==> config.mk <==
export PLATFORM = sky130hd
export DESIGN_NAME = cidl_controller
export DESIGN_NICKNAME = d
export VERILOG_FILES = /design/src/rtl/cidl_pkg.sv /design/src/rtl/cidl_controller.sv
export SDC_FILE = /design/constraint.sdc
export NUM_CORES = 1
export LEC_CHECK = 0
export BUFFER_PORTS_ARGS = -buffer_cell sky130_fd_sc_hd__buf_2
export CELL_PAD_IN_SITES_DETAIL_PLACEMENT = 0
export CELL_PAD_IN_SITES_GLOBAL_PLACEMENT = 1
export CORE_MARGIN = 5
export CORE_UTILIZATION = 35
export DETAILED_ROUTE_END_ITERATION = 7
export PLACE_DENSITY = 0.72
export SETUP_SLACK_MARGIN = 0.02
export SLEW_MARGIN = 5
export SYNTH_ARGS = -nofsm -noshare
export SYNTH_HDL_FRONTEND = slang
export SYNTH_SLANG_ARGS = --single-unit
==> constraint.sdc <==
create_clock -name clock -period 1.4 [get_ports clock]
set_input_delay 0.07 -clock clock [delete_from_list [all_inputs] [get_ports clock]]
set_output_delay 0.07 -clock clock [all_outputs]
set_load 0.05 [all_outputs]
==> src/rtl/cidl_pkg.sv <==
// ----------------------------------------------------------------------------
// cidl_pkg
// Shared types and constants of the cubic interpolated delay line: payload
// structs, sample and fraction widths, and controller/datapath command and
// status bundles.
// ----------------------------------------------------------------------------
package cidl_pkg;

   // fixed field widths
   localparam int SAMPLE_BITS      = 24;
   localparam int FRACTION_BITS    = 16;
   localparam int DISTANCE_BITS    = 32;
   localparam int RING_LENGTH_BITS = 17;

   // storage defaults
   localparam int RING_DEPTH_DEFAULT = 65536;
   localparam int MIN_RING           = 8;

   localparam logic [RING_LENGTH_BITS-1:0] RING_LENGTH_RESET = RING_LENGTH_BITS'(48004);

   // input transaction
   typedef struct packed {
      logic signed [SAMPLE_BITS-1:0] left_write;
      logic signed [SAMPLE_BITS-1:0] right_write;
      logic [DISTANCE_BITS-1:0]      delay_distance;
   } cidl_req_type;

   // result transaction
   typedef struct packed {
      logic signed [SAMPLE_BITS-1:0] left_read;
      logic signed [SAMPLE_BITS-1:0] right_read;
   } cidl_rsp_type;

   // controller to datapath
   typedef struct packed {
      logic clear_write;
      logic load;
      logic position;
      logic prev;
      logic read;
      logic shift;
      logic coef;
      logic write;
      logic mul;
      logic add;
      logic out_load;
   } cidl_cmd_type;

   // datapath to controller
   typedef struct packed {
      logic clear_last;
      logic hist_ok;
   } cidl_status_type;

endpackage

==> src/rtl/cidl_controller.sv <==
// ----------------------------------------------------------------------------
// cidl_controller
// Sequencer of the cubic interpolated delay line: clearing pass, ring reads,
// Horner steps, sample write and the result register handshake.
// ----------------------------------------------------------------------------
module cidl_controller (
   input  logic                      clock,
   input  logic                      reset,
   input  logic                      req_valid,
   output logic                      req_ready,
   output logic                      rsp_valid,
   input  logic                      rsp_ready,
   input  cidl_pkg::cidl_status_type status,
   output cidl_pkg::cidl_cmd_type    cmd
);

   localparam logic [3:0] ST_CLEAR = 4'd0;
   localparam logic [3:0] ST_IDLE  = 4'd1;
   localparam logic [3:0] ST_POS   = 4'd2;
   localparam logic [3:0] ST_PREV  = 4'd3;
   localparam logic [3:0] ST_READ  = 4'd4;
   localparam logic [3:0] ST_LAST  = 4'd5;
   localparam logic [3:0] ST_COEF  = 4'd6;
   localparam logic [3:0] ST_MUL   = 4'd7;
   localparam logic [3:0] ST_ADD   = 4'd8;
   localparam logic [3:0] ST_SKIP  = 4'd9;
   localparam logic [3:0] ST_FIN   = 4'd10;

   localparam logic [1:0] LAST_READ = 2'd3;
   localparam logic [1:0] LAST_STEP = 2'd2;

   logic [3:0] state_ff, state_in;
   logic [1:0] cnt_ff, cnt_in;
   logic       rsp_valid_ff, rsp_valid_in;
   logic       slot_free;

   assign slot_free = !rsp_valid_ff || rsp_ready;

   // next state and commands
   always_comb begin
      state_in  = state_ff;
      cnt_in    = cnt_ff;
      cmd       = '0;
      req_ready = 1'b0;
      case (state_ff)
         ST_CLEAR: begin
            cmd.clear_write = 1'b1;
            if (status.clear_last) begin
               state_in = ST_IDLE;
            end
         end
         ST_IDLE: begin
            req_ready = 1'b1;
            if (req_valid) begin
               cmd.load = 1'b1;
               state_in = ST_POS;
            end
         end
         ST_POS: begin
            cmd.position = 1'b1;
            state_in     = status.hist_ok ? ST_PREV : ST_SKIP;
         end
         ST_PREV: begin
            cmd.prev = 1'b1;
            cnt_in   = '0;
            state_in = ST_READ;
         end
         ST_READ: begin
            cmd.read  = 1'b1;
            cmd.shift = (cnt_ff != '0);
            cnt_in    = cnt_ff + 2'd1;
            if (cnt_ff == LAST_READ) begin
               state_in = ST_LAST;
            end
         end
         ST_LAST: begin
            cmd.shift = 1'b1;
            state_in  = ST_COEF;
         end
         ST_COEF: begin
            cmd.coef  = 1'b1;
            cmd.write = 1'b1;
            cnt_in    = '0;
            state_in  = ST_MUL;
         end
         ST_MUL: begin
            cmd.mul  = 1'b1;
            state_in = ST_ADD;
         end
         ST_ADD: begin
            cmd.add = 1'b1;
            cnt_in  = cnt_ff + 2'd1;
            state_in = (cnt_ff == LAST_STEP) ? ST_FIN : ST_MUL;
         end
         ST_SKIP: begin
            cmd.write = 1'b1;
            state_in  = ST_FIN;
         end
         ST_FIN: begin
            if (slot_free) begin
               cmd.out_load = 1'b1;
               state_in     = ST_IDLE;
            end
         end
         default: begin
            state_in = ST_IDLE;
         end
      endcase
   end

   // result register valid
   always_comb begin
      if (cmd.out_load) begin
         rsp_valid_in = 1'b1;
      end else if (rsp_ready) begin
         rsp_valid_in = 1'b0;
      end else begin
         rsp_valid_in = rsp_valid_ff;
      end
   end

   always_ff @(posedge clock) begin
      if (reset) begin
         state_ff     <= ST_CLEAR;
         cnt_ff       <= '0;
         rsp_valid_ff <= 1'b0;
      end else begin
         state_ff     <= state_in;
         cnt_ff       <= cnt_in;
         rsp_valid_ff <= rsp_valid_in;
      end
   end

   assign rsp_valid = rsp_valid_ff;

endmodule

Yosys cells after proc, flatten, opt, wreduce, memory -nomap -nowiden
Cells that the tools add are included.
Widths: inputs -> output; s select.
- eq/ne operators: 16
- add/subtract/negate cells: 1
- reductions and logical operators: 10
- muxes and demuxes: 24
- operators by type and width (cell ; count):
    $pmux 4 s11 ; 1
    $mux 4 ; 6
    $eq 4x3->1 const B ; 4
    $mux 1 ; 15
    $eq 4x4->1 const B ; 3
    $eq 4x2->1 const B ; 2
    $ne 2x2->1 const B ; 4
    $reduce_bool 2->1 ; 3
    $reduce_or 2->1 ; 3
    $eq 2x2->1 const B ; 2
    $eq 4x1->1 const B ; 1
    $logic_not 4->1 ; 1
    $pmux 2 s2 ; 1
    $reduce_and 4->1 ; 1
    $add 2x1->2 const B ; 1
    $pmux 1 s2 ; 1
    $logic_not 1->1 ; 1
    $logic_or 1x1->1 ; 1
- register bits after elaboration: 7
- word-level logic and storage cells: 54
- output and inout bits: 13
- input bits: 6

Longest topological paths before layout
Gate-level depths: netlist of run 1.
- depth after elaboration: 5
- mapped depth: 6

Worst setup path after synthesis of run 1
No wires, ideal clock.
- kind: flip-flop to output port
- start: register state_ff[3]
- end: output port cmd[10] (netlist bit)
- data required time: 1330 ps
- path slack: -849 ps
- buffers on the path: 2
- data arrival time: 2179 ps
- stages on the path, launching flop included: 4
- cells stage by stage: dfxtp_1 buf_2 buf_2 nor4_1
- RTL lines (what ; line ; text):
    start, declared ; cidl_controller.sv:32 ; logic [3:0] state_ff, state_in;
    start signal, assigned ; cidl_controller.sv:128 ; state_ff <= state_in;
    end, declared ; cidl_controller.sv:14 ; output cidl_pkg::cidl_cmd_type cmd

Worst setup path after layout of run 1
- start: register state_ff[2]
- end: output port req_ready
- longest elaborated chain between the ends: 2
- RTL lines (what ; line ; text):
    $eq 4x1->1 ; cidl_controller.sv:45 ; case (state_ff)
    $mux 1 ; cidl_controller.sv:45 ;
    end, declared ; cidl_controller.sv:10 ; output logic req_ready,
Every way passes these cells.

==> results.md, run 1 <==
- The I/O pin total is 19.
- The area growth from synthesis to layout is 59.3%.
- The worst hold path passes through 2 cells.
- The number of failing hold endpoints at the final stage was 0.
- The element type at the critical path end is an output pin.
- The worst reg2reg path startpoint is state_ff[2].
- The kind of critical path is flip-flop to output pin.
- Entering global routing, the biggest net connects 24 pins.
- The final-report max-slew violation count came to 0.
- Data arrives at the worst endpoint at 1.32 ns.
- The final routed wire length divided by cell count is 14.1 µm.
- Among all stages on the critical path, the largest delay is contributed by sky130_fd_sc_hd__dfxtp_4.
- The clock transition at the register clock pins on the worst setup and hold paths after CTS is 0.05 ns.
- Wires add up to 2120 µm.
- The met3 track utilization from global routing is 2.68%.
- The number of max-cap violations is 0.
- Dividing total power by cell area gives a power density of 2490 nW/µm².
- In this run the number of H-tree levels came out at 1.
- For this run, design rule violations remaining after detail routing come to 0.
- The netlist uses 38 different library cells.
- The flow ran to the end, and the final reports show no timing, DRC or antenna violations.
- The net switching fraction of the power is 50.2%.
- The most utilized layer in the global route result is met2.
- The sequential power share is 14.0%.
- STA classifies the critical path startpoint as a flip-flop.
- The initial antenna violation count is 0.
- At the later pin of the worst-skew pair, clock insertion delay measures 0.26 ns.
- TritonCTS built the clock tree.
- Among all flip-flop cells after synthesis, the most frequent one is sky130_fd_sc_hd__dfxtp_1.
- Global routing finished with a remaining overflow of 0.
- The worst endpoint required time is 1.33 ns.
- The floorplan step defined a die boundary enclosing 3020 µm².
- The portion of total power attributed to combinational logic is 79.0%.
- In this run, the number of DRC markers left after iteration 0 of detailed routing was 8.
- Sequential elements use 19.8% of the synthesized area.
- Counting flops with a built-in enable in the synthesized netlist gives 0.
- The number of nets in the synthesized netlist is 99.
- The vertical die dimension is 54.9 µm.
- The longest clock path from root to sink contains 2 buffers.
- The clock period could shrink to 1.39 ns.
- For this run, global-route usage on met2 was measured as 24.2%.
- Setup repair after global routing could not meet its margin everywhere.
- The initialized floorplan defines 16 standard-cell rows.
- The number of cells on the worst reg-to-reg path is 5.
- The number of setup violations in the final report is 0.
- The clock network is responsible for 7.0% of the overall power.
- At the end of routability-driven placement, the weighted congestion stood at 0.783.
- The mean cell area of the mapped netlist is 7.85 µm².
- The most critical setup path has its startpoint at state_ff[2].
- OpenSTA, run right after detailed placement, puts the worst setup slack at 0.0863 ns.
- In this run the horizontal extent of the chip is 54.9 µm.
- Yosys printed 0 warnings.
- The count of nets left with antenna violations once routing finished came out at 0.
- Buffers placed on the I/O ports in this run total 18.
- The final cycle utilization of the critical path is 99.5%.
- The class of the worst hold path is primary input to flip-flop.
- The filler cell count in the final layout is 196.
- The peak fanout along the critical path is 7.
- Between clock sinks in the finished design, the worst skew comes to 0.00402 ns.
- The CTS sink count is 7.
- The register bit count reported by yosys is 7.
- The startpoint of the tightest hold check path is reset.
- For this configuration, the core starts out at a cell density of 36.4%.
- The first global-routing pass estimated 2890 µm of wire.
- The reg-to-reg endpoint is state_ff[1].
- The tree is rooted in a sky130_fd_sc_hd__clkbuf_4.
- The delay of the slowest cell on the worst path is 0.35 ns.
- The internal power consumption is 1.40 mW.
- The analysis attributes to cell leakage a power of 0.478 nW.
- Global routing consumed, on the met1 layer, 15.2% of the routing resources.
- The fraction of layout instances using a drive strength above 1 is 59.3%.
- The total number of nets in the final design is 133.
- The via count of the first global-routing pass came to 694.
- The total via count in the routed design is 764.
- In this run the power spent charging and discharging nets is 1.41 mW.
- The detailed-route vias per instance is 5.09.
- Counting every instance in the synthesized netlist gives 90.
- The worst path setup slack after routing is 0.00670 ns.
- The number of detailed-route iterations in the first pass is 3.
- The quantity of hold-fixing buffers added after cts is 0.
- The area of the core is 1940 µm².
- The overall routing resource usage is 13.8%.
- The internal reg-to-reg setup slack is 0.07 ns.
- The critical path goes through buf_12, or2b_4, nor3_4, buf_6.
- IR analysis of the VDD net gives a maximum drop of 0.00158 V.
- Buffers inserted during clock tree synthesis total 3.
- The worst min-delay path endpoint is state_ff[3].
- 0 antenna diodes ended up in the layout.
- After synthesis the cells add up to 707 µm².
- The sum of net half-perimeters after detailed placement is 1370 µm.
- For the pin with the worst max-slew slack, the measured transition is 0.263 ns.
- The non-filler instance count after layout is 150.
- The post-synthesis async set-or-reset flop share is 0%.
- The headroom to the max-slew limit is 82.3%.
- Based on the critical path, the design can be clocked at up to 718 MHz.
- The number of cells in the design after placement is 137.
## cell usage in the layout, fill, tap and decap left out, types with 2 or more instances in the layout
cell type                  instances
sky130_fd_sc_hd__nor3_2            6
sky130_fd_sc_hd__nor2_4            2
sky130_fd_sc_hd__ha_1              3
sky130_fd_sc_hd__mux2i_1           2
sky130_fd_sc_hd__nor2_1            9
sky130_fd_sc_hd__a21oi_1           6
sky130_fd_sc_hd__o21ai_1           4
sky130_fd_sc_hd__a211oi_2          2
sky130_fd_sc_hd__nand2b_4          2
sky130_fd_sc_hd__buf_6             7
sky130_fd_sc_hd__nand2_1           3
sky130_fd_sc_hd__dfxtp_4           4
sky130_fd_sc_hd__and3_1            2
sky130_fd_sc_hd__inv_1             3
sky130_fd_sc_hd__a21oi_2           2
sky130_fd_sc_hd__nor2b_1           2
sky130_fd_sc_hd__nor2_2            3
sky130_fd_sc_hd__clkbuf_4          3
sky130_fd_sc_hd__buf_4            20
sky130_fd_sc_hd__dfxtp_1           3
sky130_fd_sc_hd__buf_2             8
sky130_fd_sc_hd__nor4_2            2
## state kept, by name, indices dropped and copies added, names as in the netlist
signal and cells:
cnt_ff 2, rsp_valid 1, state_ff 4
## timing repair
action                     4_1_cts  5_1_grt
resized for setup               25       24
pin swaps                        0        3
gates cloned                     0        1
setup endpoints to repair       11       10
buffers inserted                 1        7
## worst max-delay path: cells and delay by family, from the launching register on
kind                   cells  cell delay, ns
AND/OR/NAND/NOR            2            0.40
flip-flops                 1            0.35
buffers and inverters      2            0.31
## cells in the mapped netlist, types with 2 or more instances
cell / count / area (µm²)
sky130_fd_sc_hd__nor2_1: 13 / 48.8
sky130_fd_sc_hd__a21oi_1: 7 / 35.0
sky130_fd_sc_hd__dfxtp_1: 7 / 140
sky130_fd_sc_hd__buf_6: 5 / 56.3
sky130_fd_sc_hd__nor3_1: 5 / 25.0
sky130_fd_sc_hd__nand2_1: 4 / 15.0
sky130_fd_sc_hd__o21ai_1: 4 / 20.0
sky130_fd_sc_hd__ha_1: 3 / 37.5
sky130_fd_sc_hd__inv_1: 3 / 11.3
sky130_fd_sc_hd__nor2b_1: 3 / 18.8
sky130_fd_sc_hd__a211oi_2: 2 / 25.0
sky130_fd_sc_hd__and3_1: 2 / 12.5
sky130_fd_sc_hd__buf_2: 2 / 10.0
sky130_fd_sc_hd__mux2i_1: 2 / 20.0
sky130_fd_sc_hd__nand2b_1: 2 / 12.5
sky130_fd_sc_hd__nor3_2: 2 / 20.0
sky130_fd_sc_hd__nor4_1: 2 / 12.5
sky130_fd_sc_hd__o22ai_1: 2 / 12.5
## metal layers
layer / wire length, µm / up-vias / part of all wire (%)
li1: - / 393 / -
met1: 909 / 352 / 43
met2: 1080 / 17 / 51
met3: 98 / 2 / 4.6
met4: 27 / 0 / 1.3
met5: 0 / - / 0
## final cells by class
type / instances / area, µm² / area share [%]
clock buffer: 4 / 26.3 / 2.33
inverter: 3 / 11.3 / 1.00
multi-input combinational: 71 / 571 / 50.7
sequential: 7 / 155 / 13.8
tap: 27 / 33.8 / 3.00
timing repair buffer: 38 / 329 / 29.2
## power groups by stage
stage	Sequential, mW	Clock [mW]	Combinational, mW
floorplan	0.325	0	1.43
global placement	0.356	0	1.72
detailed placement	0.362	0	1.73
CTS	0.364	0.204	1.88
global route	0.401	0.218	2.37
finish	0.392	0.197	2.22
## how the worst max path moves through the flow
stage | slack [ns] | cells past startpoint | end
6_report | 0.007 | 4 | req_ready
5_1_grt | -0.05 | 3 | cmd[10]
4_1_cts | -0.0007 | 4 | req_ready
3_5_place_dp | 0.09 | 5 | state_ff[1]
3_3_place_gp | 0.10 | 5 | state_ff[1]
2_1_floorplan | -0.39 | 3 | cmd[6]
## cell families after synthesis
kind of cell	count (synthesis)	synth area share [%]
buffers and inverters	12	13.1
and+or+nand+nor	41	32.7
adders and majority gates	3	5.31
muxes	2	2.83
DFF	7	19.8
AOI/OAI and AO/OA	25	26.2
## metrics by stage
step / setup TNS, ns / hold slack (ns) / power (mW) / util (%) / instance area, µm²
floorplan: -1.06 / 0.139 / 1.76 / - / 736
global placement: 0 / 0.371 / 2.07 / 45.0 / 873
detailed placement: 0 / 0.373 / 2.09 / 45.0 / 873
CTS: -0.000718 / 0.0885 / 2.45 / 50.1 / 973
global route: -0.112 / 0.0931 / 2.99 / 58.0 / 1130
finish: 0 / 0.0848 / 2.81 / 58.0 / 1130
Note: power is estimated with default switching activity, not from simulation.
==> inputs of run 2 (changes only) <==
GPL_TIMING_DRIVEN = 0   (was not set)
==> run 2 against run 1 <==
- count of clock-buffer cells in the layout did not move
- total power grew 1.6%
- wire length grew 1.5%
- global-route usage grew 2.1 points
- clock skew decreased by 0.0039 ns
- critical path depth grew 2
- the flow now finishes with violations (negative setup slack)
- largest power group unchanged
- setup slack worse by 0.033 ns
==> results.md, run 2 (synthesis gave the netlist of run 1 again) <==
- The initial antenna violation count is 0.
- The peak ir drop on the vdd network is 0.00144 V.
- The via count of the first global-routing pass came to 746.
- The congestion estimate from routability-driven global placement came to 0.766.
- Global routing used 16.0% of the available tracks across all layers.
- In the final design database the tool counted 131 nets.
- Buffers inserted during clock tree synthesis total 3.
- The maximum root-to-sink buffer count is 2.
- The area of the core is 1940 µm².
- The kind of critical path is flip-flop to output pin.
- Headroom to the max-slew limit came out at 83.2%.
- The number of failing hold endpoints at the final stage came to 0.
- The reported leakage power is 0.483 nW.
- The register with the most flip-flops in the layout has 4 of them.
- The most common cell after layout, fill and taps aside is sky130_fd_sc_hd__buf_4.
- The total via count in the routed design is 786.
- The final layout contains routed wiring with a total length of 2150 µm.
- The cell sitting at the root of the clock tree is a sky130_fd_sc_hd__clkbuf_4.
- Once the floorplan was initialized, standard cells occupied 36.4% of the core.
- The detailed-route DRC error count is 0.
- STA classifies the critical path endpoint as an output pin.
- The detailed-route vias per instance is 5.31.
- The fraction of layout instances using a drive strength above 1 is 58.7%.
- The worst setup path is launched from a flip-flop.
- Relative to the synthesized area, the layout overhead comes to 63.4%.
- The sum of net half-perimeters after detailed placement is 1360 µm.
- The flow ran to the end, but the final reports show violations.
- In this run the core area contains 16 standard-cell rows.
- Of all nets on the critical path, the largest fanout is 10.
- The depth of the worst register-to-register path is 6.
- Clock skew on the completed layout was measured at 0.000166 ns.
- CTS built an H-tree with a depth of 1.
- The later pin in the worst-skew pair is clocked with a latency of 0.26 ns.
- The first global-routing pass estimated 3500 µm of wire.
- Max-cap violations in this run came to 0.
- The min-delay analysis places its worst path in the category primary input to flip-flop.
- The width of the die is 54.9 µm.
- The final reports fail on negative setup slack.
- The non-filler instance count after layout is 148.
- In the layout the commonest cells are 13 x sky130_fd_sc_hd__buf_4, 11 x sky130_fd_sc_hd__nor2_1, 10 x sky130_fd_sc_hd__buf_6.
- The final antenna-violating net count is 0.
- The number of cells in the design after placement is 135.
- The worst endpoint required time is 1.33 ns.
- In the post-route analysis, the smallest setup slack over all paths is -0.0264 ns.
- The filler cell count in the final layout is 194.
- Measured along the y axis, the die boundary spans 54.9 µm.
- After clock tree synthesis, the clock-pin slew on the worst setup and hold paths is 0.06 ns.
- The die covers 3020 µm².
- The total overflow reported by the global router is 0.
- The final cycle utilization of the critical path is 102%.
- Setup repair after global routing could not meet its margin everywhere.
- In the final routed layout, each cell accounts on average for 14.5 µm.
- The register containing the most flip-flops in the final layout is state_ff.
- The final setup TNS is -0.0264 ns.
- The number of detailed-route iterations in the first pass is 4.
- The final-report max-slew violation count is 0.
- Entering global routing, the biggest net connects 11 pins.
- The worst hold path was traced through 2 stages.
- The timing-limited maximum frequency is 701 MHz.
- Dividing total power by cell area gives a power density of 2470 nW/µm².
- The worst endpoint data arrival time is 1.36 ns.
- The first routing iteration left 17 violations.
- The CTS sink count is 7.
- The measured slew at the worst slew-check pin is 0.249 ns.
- The number of input and output port buffers inserted is 18.
- The final critical path time including I/O delays and setup is 1.43 ns.
- The antenna diode count is 0.
- The I/O pin total is 19.
- The clock tree from TritonCTS is built.
- The number of setup violations in the final report is 1.
## run 2: metrics by stage
stage          instance area (µm²)  setup slack [ns]  utilization (%)  total power, mW  hold slack, ns
2_1_floorplan                  736            -0.392                -             1.76           0.139
3_3_place_gp                   860           -0.0123             44.3             2.06           0.363
3_5_place_dp                   860           -0.0362             44.3             2.05           0.363
4_1_cts                       1070           -0.0120             55.2             2.69          0.0860
5_1_grt                       1150           -0.0732             59.5             3.04          0.0957
6_report                      1150           -0.0264             59.5             2.85          0.0855
## run 2: final cells by class
type / instances / area (µm²) / share of cell area, %
Sequential cell: 7 / 154 / 13.3
Multi-Input combinational cell: 71 / 557 / 48.2
Buffer: 9 / 126 / 10.9
Tap cell: 27 / 33.8 / 2.93
Timing Repair Buffer: 27 / 246 / 21.3
Inverter: 3 / 11.3 / 0.975
Clock buffer: 4 / 26.3 / 2.28
## run 2: timing repair
action	CTS	global route
buffers inserted	8	0
setup endpoints to repair	13	15
gates resized for setup	29	27
cloned	1	0
hold buffers	0	0
pin swaps	1	1
## run 2: power breakdown
part / internal, mW / total [mW] / switching (mW)
sequential: 0.290 / 0.363 / 0.0734
combinational: 1.05 / 2.29 / 1.25
clock: 0.110 / 0.197 / 0.0874
total: 1.45 / 2.85 / 1.41
## run 2: layer usage
layer / part of all wire, % / global-route usage (%) / routed length, µm
met2: 51 / 26.6 / 1090
met5: 0 / 0 / 0
met3: 5.8 / 2.95 / 125
met1: 43 / 20.6 / 924
met4: 0.33 / 5.26 / 7
## run 2: critical path: stages, from the launching register on
cell and delay, ns:
sky130_fd_sc_hd__dfxtp_2 0.36, sky130_fd_sc_hd__buf_6 0.16, sky130_fd_sc_hd__clkbuf_16 0.17, sky130_fd_sc_hd__nand3_2 0.07, sky130_fd_sc_hd__nor2_1 0.08, sky130_fd_sc_hd__buf_4 0.12
sky130_fd_sc_hd__buf_8 0.13
## run 2: final timing paths
| check | from | end | slack [ns] |
|---|---|---|---|
| setup / recovery | state_ff[1] | cmd[0] | -0.03 |
| setup reg to reg | state_ff[2] | cnt_ff[1] | 0.08 |
| hold / removal | reset | state_ff[2] | 0.09 |
| hold reg to reg | cnt_ff[1] | cnt_ff[1] | 0.55 |
==> inputs of run 3 (changes only) <==
GPL_TIMING_DRIVEN = 1   (was 0)
REMOVE_ABC_BUFFERS = 1   (was not set)
==> run 3 against run 2 <==
- the flow now finishes without violations
- critical path depth shrank 1
- combinational power shrank 11%
- largest cell class unchanged
- count of clock-buffer cells in the layout is the same
- core utilization shrank 3.5 points
- non-clock buffer count grew 7
- maximum frequency grew 6.9%
- clock skew grew 0.0030 ns
- clock power shrank 2%
- via count grew 2.5%
- total power shrank 6.9%
- cell count grew 4.7%
- die area is the same
==> results.md, run 3 (synthesis gave the netlist of run 1 again) <==
- The element type at the critical path end is an output pin.
- The clock drives 7 sinks.
- Once layout is done, the placed cells without fillers occupy 1090 µm².
- The number of rows created at floorplan is 16.
- The initial antenna violation count came to 0.
- The sum of net half-perimeters after detailed placement is 1250 µm.
- For this run, the detailed router's first-pass iteration total came to 4.
- Global routing used 2.68% of the available met3 tracks.
- The portion of total power attributed to combinational logic is 76.7%.
- The I/O pin total is 19.
- The buffer type at the clock tree root is sky130_fd_sc_hd__clkbuf_4.
- The synthesis-to-layout area growth is 53.8%.
- The met2 track utilization from global routing is 21.1%.
- The register with the most flip-flops in the layout has 4 of them.
- Cell internal power was estimated by the tool at 1.33 mW.
- The met1 demand-to-capacity share in global routing is 16.0%.
- The filler cell count in the final layout is 197.
- The register containing the most flip-flops in the final layout is state_ff.
- The number of buffers and inverters on the critical path is 2.
- In the layout the commonest cells are 27 x sky130_fd_sc_hd__buf_4, 11 x sky130_fd_sc_hd__nor2_1, 10 x sky130_fd_sc_hd__buf_2.
- The total number of nets in the final design is 138.
- Counting along the longest clock path gives a buffer depth of 2.
- The most common cell after layout, fill and taps aside is sky130_fd_sc_hd__buf_4.
- The worst slack on hold paths is 0.0828 ns.
- The sequential power share is 16.1%.
- The net switching fraction of the power is 49.8%.
- The final-report max-slew violation count is 0.
- In the final routed layout, each cell accounts on average for 12.6 µm.
- The delay of the slowest cell on the worst path is 0.37 ns.
- The number of setup violations in the final report is 0.
- The number of failing hold endpoints at the final stage came to 0.
- Routability-driven placement finished with a final weighted congestion of 0.706.
- The area of the core is 1940 µm².
- Global routing finished with a remaining overflow of 0.
- The global-route wire length before repair is 2770 µm.
- After detailed routing, the number of remaining DRC violations is 0.
- The peak fanout along the critical path is 8.
- Wires add up to 1950 µm.
- Dividing the detail-routed via count by the number of cells gives 5.20.
- The number of clock buffers inserted by TritonCTS is 3.
- In this run the power spent charging and discharging nets is 1.32 mW.
- During placement, the flow inserted port buffers numbering 18.
- The relative contribution of the clock network to total power is 7.3%.
- The quantity of hold-fixing buffers added after cts is 0.
- The final antenna-violating net count is 0.
- The run finished with clean final reports.
- The effective utilization at floorplan is 36.4%.
- The pre-CTS setup slack is 0.00365 ns.
- Walking the worst path, the cells encountered are buf_4, nor2_4, nand3_2, nor2_2, buf_6.
- Dividing total power by cell area gives a power density of 2440 nW/µm².
- Max-cap violations in this run came to 0.
- At the worst endpoint, the arrival time is 1.26 ns.
- Timing would allow up to 749 MHz.
- The reported leakage power is 0.483 nW.
- The peak ir drop on the vdd network is 0.00129 V.
- The via count of the first global-routing pass came to 638.
- The clock insertion delay at the later pin of the skew report is 0.26 ns.
- The path class of the tightest hold or removal check is primary input to flip-flop.
- The final standard cell utilization of the core is 56.0%.
- Across all setup checks in the final design, the least slack found is 0.0651 ns.
- The post-route total power is 2.66 mW.
- The post-route netlist has 57.8% of its cells at a drive strength greater than 1.
- The highest-delay cell along the critical path is sky130_fd_sc_hd__dfxtp_4.
- The layer flagged by global routing as most heavily used is met2.
- The final cycle utilization of the critical path is 95.3%.
- Headroom to the max-slew limit came out at 83.0%.
- Measured along the x axis, the die boundary spans 54.9 µm.
- In this run the number of H-tree levels came out at 1.
- The total via count in the routed design is 806.
- The worst setup path is launched from a flip-flop.
- Entering global routing, the biggest net connects 17 pins.
- The final critical path time including I/O delays and setup is 1.33 ns.
- Data on the critical path is required at its endpoint by 1.33 ns.
- The starting DRC count in detailed routing is 14.
- The worst clock skew is 0.00312 ns.
- The clock tree from TritonCTS is built.
- The vertical die dimension is 54.9 µm.
- The post-detailed-placement cell area is 852 µm².
- The antenna diode count is 0.
- Global routing consumed, over all layers together, 12.9% of the routing resources.
- The die covers 3020 µm².
- Clock-pin slew was measured on the worst setup and hold paths at 0.05 ns.
- The family of cells with the greatest summed delay on the critical path is flip-flops.
- The kind of critical path is flip-flop to output pin.
- The measured slew at the worst slew-check pin is 0.251 ns.
==> run 3: cell count changes in the layout (fill, tap and decap cells not counted), sizes merged <==
cell,before,now
buf,34,41
bufbuf,1,0
clkbuf,5,6
==> run 3: timing repair <==
| action | CTS | global route |
|---|---|---|
| buffers inserted | 0 | 13 |
| pin swaps | 1 | 3 |
| resized for setup | 21 | 17 |
| endpoints found under the setup margin | 16 | 11 |
==> run 3: power by group through the flow <==
stage,combinational (mW),clock (mW),sequential [mW]
2_1_floorplan,1.02,0,0.483
3_3_place_gp,1.57,0,0.437
3_5_place_dp,1.59,0,0.437
4_1_cts,1.68,0.196,0.467
5_1_grt,2.19,0.226,0.441
6_report,2.04,0.193,0.427
==> run 3: layout make-up <==
cell class | instances | area [µm²] | share of cell area [%]
Tap cell | 27 | 33.8 | 3.11
Clock buffer | 4 | 26.3 | 2.42
Inverter | 3 | 11.3 | 1.04
Timing Repair Buffer | 43 | 319 | 29.3
Multi-Input combinational cell | 71 | 539 | 49.6
Sequential cell | 7 | 158 | 14.5
==> run 3: metrics by stage <==
step	std cells	setup TNS, ns
5_1_grt	155	-0.00185
3_5_place_dp	138	0
4_1_cts	142	0
3_3_place_gp	138	-0.000511
6_report	155	0
2_1_floorplan	81	-4.67
==> run 3: final timing paths <==
path	startpoint	end	slack, ns	depth (start not counted)
max	state_ff[0]	cmd[0]	0.07	5
min	reset	state_ff[1]	0.08	2
max reg2reg	cnt_ff[1]	cnt_ff[1]	0.12	6
min reg2reg	cnt_ff[1]	cnt_ff[1]	0.55	2
==> run 3: routing by layer <==
layer  share of wire (%)  routed length, µm  vias to the layer above
li1                    -                  -                      400
met1                  46                901                      376
met2                  46                889                       25
met3                 6.0                116                        5
met4                 2.1                 41                        0
met5                   0                  0                        -
